File: src/fa_pkg.sv
`timescale 1ns / 1ps
package fa_pkg;

  // fixed field widths at the ports
  localparam int SIZE_W    = 20;
  localparam int IDX_OUT_W = 6;
  localparam int STATUS_W  = 2;
  localparam int MODE_W    = 2;

  // defaults for the top-level parameters
  localparam int MAX_BLOCKS_DEF = 64;
  localparam int SIZE_BITS_DEF  = 20;

  // configuration port
  localparam int CFG_ADDR_W = 3;
  localparam int CFG_DATA_W = 32;
  localparam logic REG_FIT_MODE = 1'b0;

  typedef enum logic [STATUS_W-1:0] {
    ST_OK      = 2'd0,
    ST_NO_FIT  = 2'd1,
    ST_FULL    = 2'd2
  } status_t;

  localparam logic OP_ADD   = 1'b0;
  localparam logic OP_ALLOC = 1'b1;

  localparam logic [MODE_W-1:0] FIT_FIRST = 2'd0;
  localparam logic [MODE_W-1:0] FIT_BEST  = 2'd1;
  localparam logic [MODE_W-1:0] FIT_WORST = 2'd2;

endpackage

File: src/fit_allocator_with_split.sv
`timescale 1ns / 1ps
// channel | direction | handshake              | payload
// in_     | input     | in_valid / in_stall    | opcode, size
// out_    | output    | out_valid / out_stall  | status, block_index, block_size, remainder_size
// cfg_    | input     | apb write/read         | fit_mode at byte address 0
//
// one item at a time; the block table lives in one ram (size plus free mark per entry)
// add: the table write on the accepting edge, then the result register
// allocate: the accepting cycle, a scan through the ram read port up to the last entry,
//   a decide state, a shift and drain when a remainder is inserted above a non-last pick,
//   the remainder and pick writes (only the pick write on an exact fit), and the result state
// reset clears state, count, fit mode and both valid flags; the ram needs no clearing pass
// a finished result waits in the output register while the next item is accepted;
//   a result blocked behind a stalled output holds the sequencer in its last state
module fit_allocator_with_split
  import fa_pkg::*;
#(
  parameter int MAX_BLOCKS = MAX_BLOCKS_DEF,
  parameter int SIZE_BITS  = SIZE_BITS_DEF
) (
  input  logic                  clk,
  input  logic                  rst_n,
  // input channel
  input  logic                  in_valid,
  output logic                  in_stall,
  input  logic                  in_opcode,
  input  logic [SIZE_W-1:0]     in_size,
  // result channel
  output logic                  out_valid,
  input  logic                  out_stall,
  output logic [STATUS_W-1:0]   out_status,
  output logic [IDX_OUT_W-1:0]  out_block_index,
  output logic [SIZE_W-1:0]     out_block_size,
  output logic [SIZE_W-1:0]     out_remainder_size,
  // configuration port
  input  logic                  cfg_psel,
  input  logic                  cfg_penable,
  input  logic                  cfg_pwrite,
  input  logic [CFG_ADDR_W-1:0] cfg_paddr,
  input  logic [CFG_DATA_W-1:0] cfg_pwdata,
  output logic [CFG_DATA_W-1:0] cfg_prdata,
  output logic                  cfg_pready
);

  localparam int IDX_W = $clog2(MAX_BLOCKS);
  localparam int CNT_W = $clog2(MAX_BLOCKS + 1);
  localparam int ENT_W = SIZE_BITS + 1;

  typedef enum logic [2:0] {
    S_IDLE,
    S_SCAN,
    S_DECIDE,
    S_SHIFT,
    S_DRAIN,
    S_WR_REM,
    S_WR_PICK,
    S_FINISH
  } state_t;

  state_t               state_r;
  logic [CNT_W-1:0]     count_r;
  logic [MODE_W-1:0]    fit_mode_r;
  logic [SIZE_BITS-1:0] req_r;
  logic [IDX_W-1:0]     sc_r;
  logic                 rd_vld_r;
  logic [IDX_W-1:0]     rd_idx_r;
  logic                 found_r;
  logic [IDX_W-1:0]     pick_r;
  logic [SIZE_BITS-1:0] best_r;
  logic [IDX_W-1:0]     sh_r;
  logic [SIZE_BITS-1:0] rem_r;
  status_t              res_status_r;
  logic [IDX_W-1:0]     res_idx_r;
  logic [SIZE_BITS-1:0] res_bsize_r;
  logic [SIZE_BITS-1:0] res_rem_r;
  logic                 out_valid_r;
  status_t              out_status_r;
  logic [IDX_OUT_W-1:0] out_idx_r;
  logic [SIZE_W-1:0]    out_bsize_r;
  logic [SIZE_W-1:0]    out_rem_r;

  // ram ports
  logic                 ram_we;
  logic [IDX_W-1:0]     ram_waddr;
  logic [ENT_W-1:0]     ram_wdata;
  logic [IDX_W-1:0]     ram_raddr;
  logic [ENT_W-1:0]     ram_rdata;
  logic                 rd_issue;

  fa_ram #(
    .WIDTH (ENT_W),
    .DEPTH (MAX_BLOCKS)
  ) u_ram (
    .clk   (clk),
    .we    (ram_we),
    .waddr (ram_waddr),
    .wdata (ram_wdata),
    .raddr (ram_raddr),
    .rdata (ram_rdata)
  );

  // width adaption of the size fields
  logic [SIZE_W+SIZE_BITS-1:0]  in_size_ext;
  logic [SIZE_BITS-1:0]         in_size_s;
  logic [CNT_W-1:0]             cnt_m1;
  logic [IDX_W-1:0]             last_idx;
  logic                         tbl_full;

  assign in_size_ext = {{SIZE_BITS{1'b0}}, in_size};
  assign in_size_s   = in_size_ext[SIZE_BITS-1:0];
  assign cnt_m1      = count_r - CNT_W'(1);
  assign last_idx    = cnt_m1[IDX_W-1:0];
  assign tbl_full    = (count_r == CNT_W'(MAX_BLOCKS));

  // scan compare on the entry coming out of the ram
  logic [SIZE_BITS-1:0] sc_size;
  logic                 sc_free;
  logic                 sc_fits;
  logic                 sc_better;
  logic                 first_mode;
  logic                 sc_done;
  logic [SIZE_BITS-1:0] dec_rem;

  assign sc_size    = ram_rdata[SIZE_BITS-1:0];
  assign sc_free    = ram_rdata[SIZE_BITS];
  assign sc_fits    = rd_vld_r && sc_free && (sc_size >= req_r);
  assign first_mode = (fit_mode_r != FIT_BEST) && (fit_mode_r != FIT_WORST);
  assign sc_better  = !found_r
                   || ((fit_mode_r == FIT_BEST)  && (sc_size < best_r))
                   || ((fit_mode_r == FIT_WORST) && (sc_size > best_r));
  // stop on the last entry, or on the first fit in first-fit mode
  assign sc_done    = rd_vld_r && ((rd_idx_r == last_idx) || (sc_fits && first_mode));
  assign dec_rem    = best_r - req_r;

  assign in_stall = (state_r != S_IDLE);

  // ram port control
  always_comb begin
    ram_we    = 1'b0;
    ram_waddr = '0;
    ram_wdata = '0;
    ram_raddr = '0;
    rd_issue  = 1'b0;
    unique case (state_r)
      S_IDLE: begin
        // append goes straight into the table on the accepting edge
        if (in_valid && (in_opcode == OP_ADD) && !tbl_full) begin
          ram_we    = 1'b1;
          ram_waddr = count_r[IDX_W-1:0];
          ram_wdata = {1'b1, in_size_s};
        end
      end
      S_SCAN: begin
        ram_raddr = sc_r;
        rd_issue  = 1'b1;
      end
      S_SHIFT: begin
        // read entry sh_r, write the entry returned for the last read one place up
        ram_raddr = sh_r;
        rd_issue  = 1'b1;
        if (rd_vld_r) begin
          ram_we    = 1'b1;
          ram_waddr = rd_idx_r + IDX_W'(1);
          ram_wdata = ram_rdata;
        end
      end
      S_DRAIN: begin
        if (rd_vld_r) begin
          ram_we    = 1'b1;
          ram_waddr = rd_idx_r + IDX_W'(1);
          ram_wdata = ram_rdata;
        end
      end
      S_WR_REM: begin
        ram_we    = 1'b1;
        ram_waddr = pick_r + IDX_W'(1);
        ram_wdata = {1'b1, rem_r};
      end
      S_WR_PICK: begin
        ram_we    = 1'b1;
        ram_waddr = pick_r;
        ram_wdata = {1'b0, req_r};
      end
      default: begin
      end
    endcase
  end

  // result field widths at the port
  logic [IDX_W+IDX_OUT_W-1:0]  res_idx_ext;
  logic [SIZE_BITS+SIZE_W-1:0] res_bsize_ext;
  logic [SIZE_BITS+SIZE_W-1:0] res_rem_ext;

  assign res_idx_ext   = {{IDX_OUT_W{1'b0}}, res_idx_r};
  assign res_bsize_ext = {{SIZE_W{1'b0}}, res_bsize_r};
  assign res_rem_ext   = {{SIZE_W{1'b0}}, res_rem_r};

  // sequencer, table count, fit mode and result registers
  always_ff @(posedge clk) begin
    if (!rst_n) begin
      state_r     <= S_IDLE;
      count_r     <= '0;
      fit_mode_r  <= FIT_FIRST;
      rd_vld_r    <= 1'b0;
      out_valid_r <= 1'b0;
    end else begin
      rd_vld_r <= rd_issue;
      rd_idx_r <= ram_raddr;

      if (cfg_psel && cfg_penable && cfg_pwrite && cfg_pready
          && (cfg_paddr[2] == REG_FIT_MODE)) begin
        fit_mode_r <= cfg_pwdata[MODE_W-1:0];
      end

      // output register empties on a transfer, unless a new result refills it
      if (out_valid_r && !out_stall && (state_r != S_FINISH)) begin
        out_valid_r <= 1'b0;
      end

      unique case (state_r)
        S_IDLE: begin
          if (in_valid) begin
            req_r   <= in_size_s;
            found_r <= 1'b0;
            if (in_opcode == OP_ADD) begin
              if (tbl_full) begin
                res_status_r <= ST_FULL;
                res_idx_r    <= '0;
                res_bsize_r  <= '0;
              end else begin
                res_status_r <= ST_OK;
                res_idx_r    <= count_r[IDX_W-1:0];
                res_bsize_r  <= in_size_s;
                count_r      <= count_r + CNT_W'(1);
              end
              res_rem_r <= '0;
              state_r   <= S_FINISH;
            end else if (count_r == '0) begin
              // empty table: nothing can fit
              res_status_r <= ST_NO_FIT;
              res_idx_r    <= '0;
              res_bsize_r  <= '0;
              res_rem_r    <= '0;
              state_r      <= S_FINISH;
            end else begin
              sc_r    <= '0;
              state_r <= S_SCAN;
            end
          end
        end
        S_SCAN: begin
          sc_r <= sc_r + IDX_W'(1);
          if (sc_fits && sc_better) begin
            found_r <= 1'b1;
            pick_r  <= rd_idx_r;
            best_r  <= sc_size;
          end
          if (sc_done) begin
            state_r <= S_DECIDE;
          end
        end
        S_DECIDE: begin
          if (!found_r) begin
            res_status_r <= ST_NO_FIT;
            res_idx_r    <= '0;
            res_bsize_r  <= '0;
            res_rem_r    <= '0;
            state_r      <= S_FINISH;
          end else if (dec_rem == '0) begin
            // exact fit: mark taken, no remainder entry
            rem_r   <= '0;
            state_r <= S_WR_PICK;
          end else if (tbl_full) begin
            res_status_r <= ST_FULL;
            res_idx_r    <= '0;
            res_bsize_r  <= '0;
            res_rem_r    <= '0;
            state_r      <= S_FINISH;
          end else begin
            rem_r <= dec_rem;
            if (pick_r == last_idx) begin
              state_r <= S_WR_REM;
            end else begin
              sh_r    <= last_idx;
              state_r <= S_SHIFT;
            end
          end
        end
        S_SHIFT: begin
          if (sh_r == pick_r + IDX_W'(1)) begin
            state_r <= S_DRAIN;
          end else begin
            sh_r <= sh_r - IDX_W'(1);
          end
        end
        S_DRAIN: begin
          state_r <= S_WR_REM;
        end
        S_WR_REM: begin
          count_r <= count_r + CNT_W'(1);
          state_r <= S_WR_PICK;
        end
        S_WR_PICK: begin
          res_status_r <= ST_OK;
          res_idx_r    <= pick_r;
          res_bsize_r  <= req_r;
          res_rem_r    <= rem_r;
          state_r      <= S_FINISH;
        end
        S_FINISH: begin
          if (!out_valid_r || !out_stall) begin
            out_valid_r  <= 1'b1;
            out_status_r <= res_status_r;
            out_idx_r    <= res_idx_ext[IDX_OUT_W-1:0];
            out_bsize_r  <= res_bsize_ext[SIZE_W-1:0];
            out_rem_r    <= res_rem_ext[SIZE_W-1:0];
            state_r      <= S_IDLE;
          end
        end
        default: begin
          state_r <= S_IDLE;
        end
      endcase
    end
  end

  assign out_valid          = out_valid_r;
  assign out_status         = out_status_r;
  assign out_block_index    = out_idx_r;
  assign out_block_size     = out_bsize_r;
  assign out_remainder_size = out_rem_r;

  assign cfg_pready = 1'b1;
  assign cfg_prdata = (cfg_paddr[2] == REG_FIT_MODE)
                    ? {{(CFG_DATA_W-MODE_W){1'b0}}, fit_mode_r}
                    : '0;

endmodule

File: src/fa_ram.sv
`timescale 1ns / 1ps
module fa_ram #(
  parameter int WIDTH = 8,
  parameter int DEPTH = 64
) (
  input  logic                     clk,
  input  logic                     we,
  input  logic [$clog2(DEPTH)-1:0] waddr,
  input  logic [WIDTH-1:0]         wdata,
  input  logic [$clog2(DEPTH)-1:0] raddr,
  output logic [WIDTH-1:0]         rdata
);

  logic [WIDTH-1:0] mem [DEPTH];

  always_ff @(posedge clk) begin
    if (we) begin
      mem[waddr] <= wdata;
    end
    rdata <= mem[raddr];
  end

endmodule

File: config.mk
export PLATFORM = sky130hd
export DESIGN_NAME = fit_allocator_with_split
export DESIGN_NICKNAME = d
export VERILOG_FILES = /design/src/fa_pkg.sv /design/src/fit_allocator_with_split.sv /design/src/fa_ram.sv
export SDC_FILE = /design/constraint.sdc
export NUM_CORES = 2
export LEC_CHECK = 0
export ABC_AREA = 1
export ABC_CLOCK_PERIOD_IN_PS = 14690
export BUFFER_PORTS_ARGS = -buffer_cell sky130_fd_sc_hd__buf_2
export CAP_MARGIN = 10
export CORE_UTILIZATION = 45
export DETAILED_ROUTE_END_ITERATION = 6
export PLACE_DENSITY_LB_ADDON = 0.1
export RECOVER_POWER = 25
export SYNTH_ARGS = -nofsm -noshare
export SYNTH_HDL_FRONTEND = slang
export SYNTH_SLANG_ARGS = --single-unit
File: constraint.sdc
create_clock -name clk -period 14.69 [get_ports clk]
set_clock_uncertainty 0.15 [all_clocks]
set_input_delay 2.938 -clock clk [delete_from_list [all_inputs] [get_ports clk]]
set_output_delay 2.938 -clock clk [all_outputs]
set_load 0.05 [all_outputs]
# Word-level counts from Yosys, hierarchy flattened
# Memory sizes are Yosys's and may differ from the RTL's. A register that Yosys moved wholly into a read port is not among the register bits.
# Index checks and enable logic that the tools add are counted.
# word_totals
mem_count	1
inputBits	63
wordCells	185
regBits	195
out_inout_bits	83
ram_bits	1344
# op_classes
n_reduce_logical	44
bitwise_logic	2
n_eq_ne	34
n_lt_le_gt_ge	3
n_mux	73
add_sub_neg	7
# memory_table
name	depth	word_bits	read_ports	rd_ports_with_merged_regs	write_ports	line_no	text
u_ram.mem	64	21	1	1	1	fa_ram.sv:14	logic [WIDTH-1:0] mem [DEPTH];
# op_table
op	n
$mux 20	10
$pmux 20 s3	2
$mux 6	17
$pmux 21 s4	1
$mux 21	2
$pmux 6 s2	3
$mux 3	10
$ne 2x2->1 const B	15
$pmux 3 s8	1
$pmux 6 s4	1
$mux 7	3
$ge 20x20->1	1
$gt 20x20->1	1
$logic_not 20->1	1
$lt 20x20->1	1
$sub 20x20->20	1
$add 6x1->6 const B	3
$eq 6x6->1	3
$pmux 6 s3	1
$mux 2	8
$reduce_and 4->1	4
$logic_and 1x1->1	15
$pmux 7 s2	1
$eq 3x3->1 const B	4
25 further kinds	54

# Longest topological paths before layout
# depth
ltp_word	7
depth_mapped	20
ltp_nobuf	20

# Cells and area by module
# Synthesis repeated with hierarchy kept, for this count alone.
# hier_totals
cells_unflattened	5800
hier_area_um2	65853.2
# modules_own_cells
mod	instances	seq_area_each_um2	cells_each	area_each_um2
fa_ram	1	40779.1	4604	54801.3
fit_allocator_with_split	1	5715.5	1196	11051.8

# Worst setup path after synthesis
# No wires, ideal clock.
# synth_path
path_kind	input to register
from	input in_valid
to	memory u_ram.mem[0][10] (netlist name), data pin
required_ns	13.838
n_path_buf	2
path_stages	6
arrival_ns	6.166
path_slack_ns	7.672
setup_ns	0.702
path_cell_list	inv_1 -> nor3_2 -> nand2_1 -> buf_2 -> clkbuf_1 -> o21ai_0
# synth_between
elab_chain_len	4
# synth_rtl
element	line_no	text
start: declaration	fit_allocator_with_split.sv:24	input logic in_valid,
$logic_and 1x1->1 (2 in a row)	fit_allocator_with_split.sv:147	if (in_valid && (in_opcode == OP_ADD) && !tbl_full) begin
$mux 21	fit_allocator_with_split.sv:147	
$pmux 21 s4	fit_allocator_with_split.sv:144	unique case (state_r)
via ram_wdata[10]	fit_allocator_with_split.sv:85	logic [ENT_W-1:0] ram_wdata;
end: declaration	fa_ram.sv:14	
# The timed path passes the listed nets, and every way through them passes these cells.

# Worst setup path after layout
# layout_path
from	input in_valid
to	memory u_ram.mem[22][4] (netlist name), data pin
# Same word-level chain as after synthesis.

==> out/metrics.cfg <==
[layout]
drive_gt1_frac = 0.122
nNetsFinal = 5165
finalInstanceArea_um2 = 72500
area_delta_synth_final_pct = 11.9

[outcome]
violations = capacitance limit, slew limit
status = complete, but fails checks

[worst_hold_path]
hold_class = reg -> reg

[synth]
synth_common_cells = edfxtp_1 (1,525), o21ai_0 (537), o211ai_1 (529)
synth_flop_cell = edfxtp_1
ys_types = 49
ys_async_sr_fraction = 0
synth.area.top_cells = edfxtp_1 (71%), o211ai_1 (6.1%), o21ai_0 (4.1%)
yosys_warnings = 0
synth_seq_area_share = 0.717
synth_edf_count = 1525
synthCells = 4968
synth.top_cell.area_share = 0.707
yosys_register_bits = 1560
syn_area_um2 = 64800
yosysTopAreaCell = edfxtp_1
yosysMostFrequentCell = edfxtp_1
syn_avg_cell_area_um2 = 13.0

[floorplan]
die_y_um = 381
start_util = 0.455
die_area_um2 = 146000
die_w_um = 381
num_io_pins = 146
rows = 138
core_region_area_um2 = 142000

[timing]
final_max_slew_viol_count = 1252
final_hold_viol_count = 0
min_period_ps = 8560
rsz0062_at_grt = no
fmax_mhz = 117
relSlewSlack = -1.82
worst_pin_slew_ps = 4190
period_share = 0.583
fin_tns_setup_ps = 0
setup_viol_count_final = 0

[global_route]
grt.total_usage = 0.239
overflow = 0
antenna_found_initial = 2
grt_pass1_vias = 38400
grt_pass1_wl_um = 257000
grt_max_degree = 204

[power_and_ir_drop]
pwr-share-clk = 0.302
power_density_nw_per_um2 = 181
leakage_nw = 24.0
intPower_w = 0.00865
ir_worst_vdd_mv = 0.133
seq_power_share = 0.427
power_switching_w = 0.00448
switching_share = 0.341
comb_power_share = 0.272

[route]
wl_um = 176000
routedWlPerCell_um = 25.0
vias = 40400
postRouteAntennaNets = 0
drc = 0
drtPass1Iterations = 6
initialDrtViolationCount = 3958
vias_per_cell = 5.73

[critical_path]
critPathCaptureType = flip-flop
required_ps = 15020
critPathMaxFanout = 40
critPathArrivalTime_ps = 8890
critPathLaunchType = primary input
critPathKind = in -> reg

[clock_network]
cts_resized = 0
h-tree-depth = 4
cts.path.max_buffers = 3
cts-root-buf = clkbuf_16
cts.sinks = 1560
cts_hold_buf = 0
tritoncts = yes
cts_made_buffers = 165
clk_pin_slew_ps = 60
clock_latency_ps = 780
post_cts_buffers = 0

[placed_design]
dp_hpwl_um = 97000
gp_congestion = 0.891
io_buffers = 82
dpl_cell_area_um2 = 67700

[run]
maxCapViolCount = 26

==> flip-flops by register name, indices dropped and copies added, names as in the netlist, 2 cells and up <==
register            flops
u_ram.mem            1344
u_ram.rdata            21
best_r                 20
out_block_size         20
out_remainder_size     20
rem_r                  20
req_r                  20
res_bsize_r            20
res_rem_r              20
count_r                 7
out_block_index         6
pick_r                  6
rd_idx_r                6
res_idx_r               6
sc_r                    6
sh_r                    6
state_r                 3
fit_mode_r              2
out_status              2
res_status_r            2
==> area by class of cell <==
class	count	area [um2]
Sequential cell	1560	46500
Antenna cell	1	2.50
Clock buffer	223	4490
Clock inverter	71	601
Multi-Input combinational cell	2849	16300
Tap cell	1890	2360
Timing Repair Buffer	210	1290
Inverter	247	945
Fill cell	12200	69800
==> worst max-delay path, cell delays in order <==
cell and delay [ps]:
clkbuf_1 100, inv_1 60, nor3_1 420, nand2_2 80
clkbuf_1 890, o21ai_0 3490, buf_4 830
==> power groups by stage <==
stage	registers (W)	logic, W	clock network [W]
after floorplan	0.00566	0.00212	0
after global placement	0.00565	0.00352	0
after detailed placement	0.00565	0.00356	0
after CTS	0.00556	0.00357	0.00404
after global routing	0.00562	0.00384	0.00421
final	0.00560	0.00357	0.00396
==> through the flow <==
| stage | utilization | instances | hold slack, ps | power, W | setup slack [ps] |
|---|---|---|---|---|---|
| finish | 0.510 | 7051 | 265 | 0.0131 | 6130 |
| global route | 0.510 | 7050 | 274 | 0.0137 | 5740 |
| CTS | 0.511 | 7050 | 261 | 0.0132 | 8190 |
| detailed placement | 0.476 | 6756 | 255 | 0.00921 | 7960 |
| global placement | 0.476 | 6756 | 252 | 0.00916 | 7980 |
| floorplan | - | 4997 | 250 | 0.00778 | 7670 |
==> kinds of logic (layout without fill, tap and decap cells) <==
| group | Yosys count | after routing | synth area share |
|---|---|---|---|
| XOR/XNOR | 17 | 17 | 0.00230 |
| adder cells (fa/ha/maj) | 69 | 69 | 0.0134 |
| buffers and inverters | 588 | 751 | 0.0383 |
| AO/OA/AOI/OAI | 1367 | 1367 | 0.131 |
| flip-flops | 1560 | 1560 | 0.717 |
| AND/OR/NAND/NOR | 1364 | 1364 | 0.0969 |
| multiplexers | 1 | 1 | 0.000154 |
| other | 2 | 32 | 0.000116 |
==> routing by layer <==
metal | up-vias | GRT usage | part of all wire
li1 | 18600 | - | -
met5 | - | 0 | 0
met1 | 20100 | 0.351 | 0.45
met2 | 1396 | 0.361 | 0.45
met3 | 283 | 0.0352 | 0.066
met4 | 0 | 0.0859 | 0.034
==> final timing paths <==
check,to,start,cells after the start,slack (ps)
setup / recovery,u_ram.mem[22][4],in_valid,7,6130
hold / removal,out_block_size[18],res_bsize_r[18],0,270
setup reg to reg,u_ram.mem[22][4],count_r[0],10,7190
hold reg to reg,out_block_size[18],res_bsize_r[18],0,270
==> placed cells by master (no fill, tap or decap), types with 11 or more instances in the layout <==
master / instances
clkinv_1: 39
nand4_1: 11
nor2_1: 446
o22ai_1: 170
or2_0: 116
o32ai_1: 18
clkbuf_16: 169
ha_1: 68
a21oi_1: 65
nand2_1: 305
o21ai_4: 16
clkbuf_1: 143
buf_4: 97
nor2_2: 64
or2_2: 201
nand3_1: 180
conb_1: 31
edfxtp_1: 1525
clkinv_2: 22
nor3_1: 19
o21ai_1: 22
o211ai_1: 529
xor2_1: 13
inv_1: 234
dfxtp_1: 35
o21ai_0: 523
(Power assumes the default switching activity.)
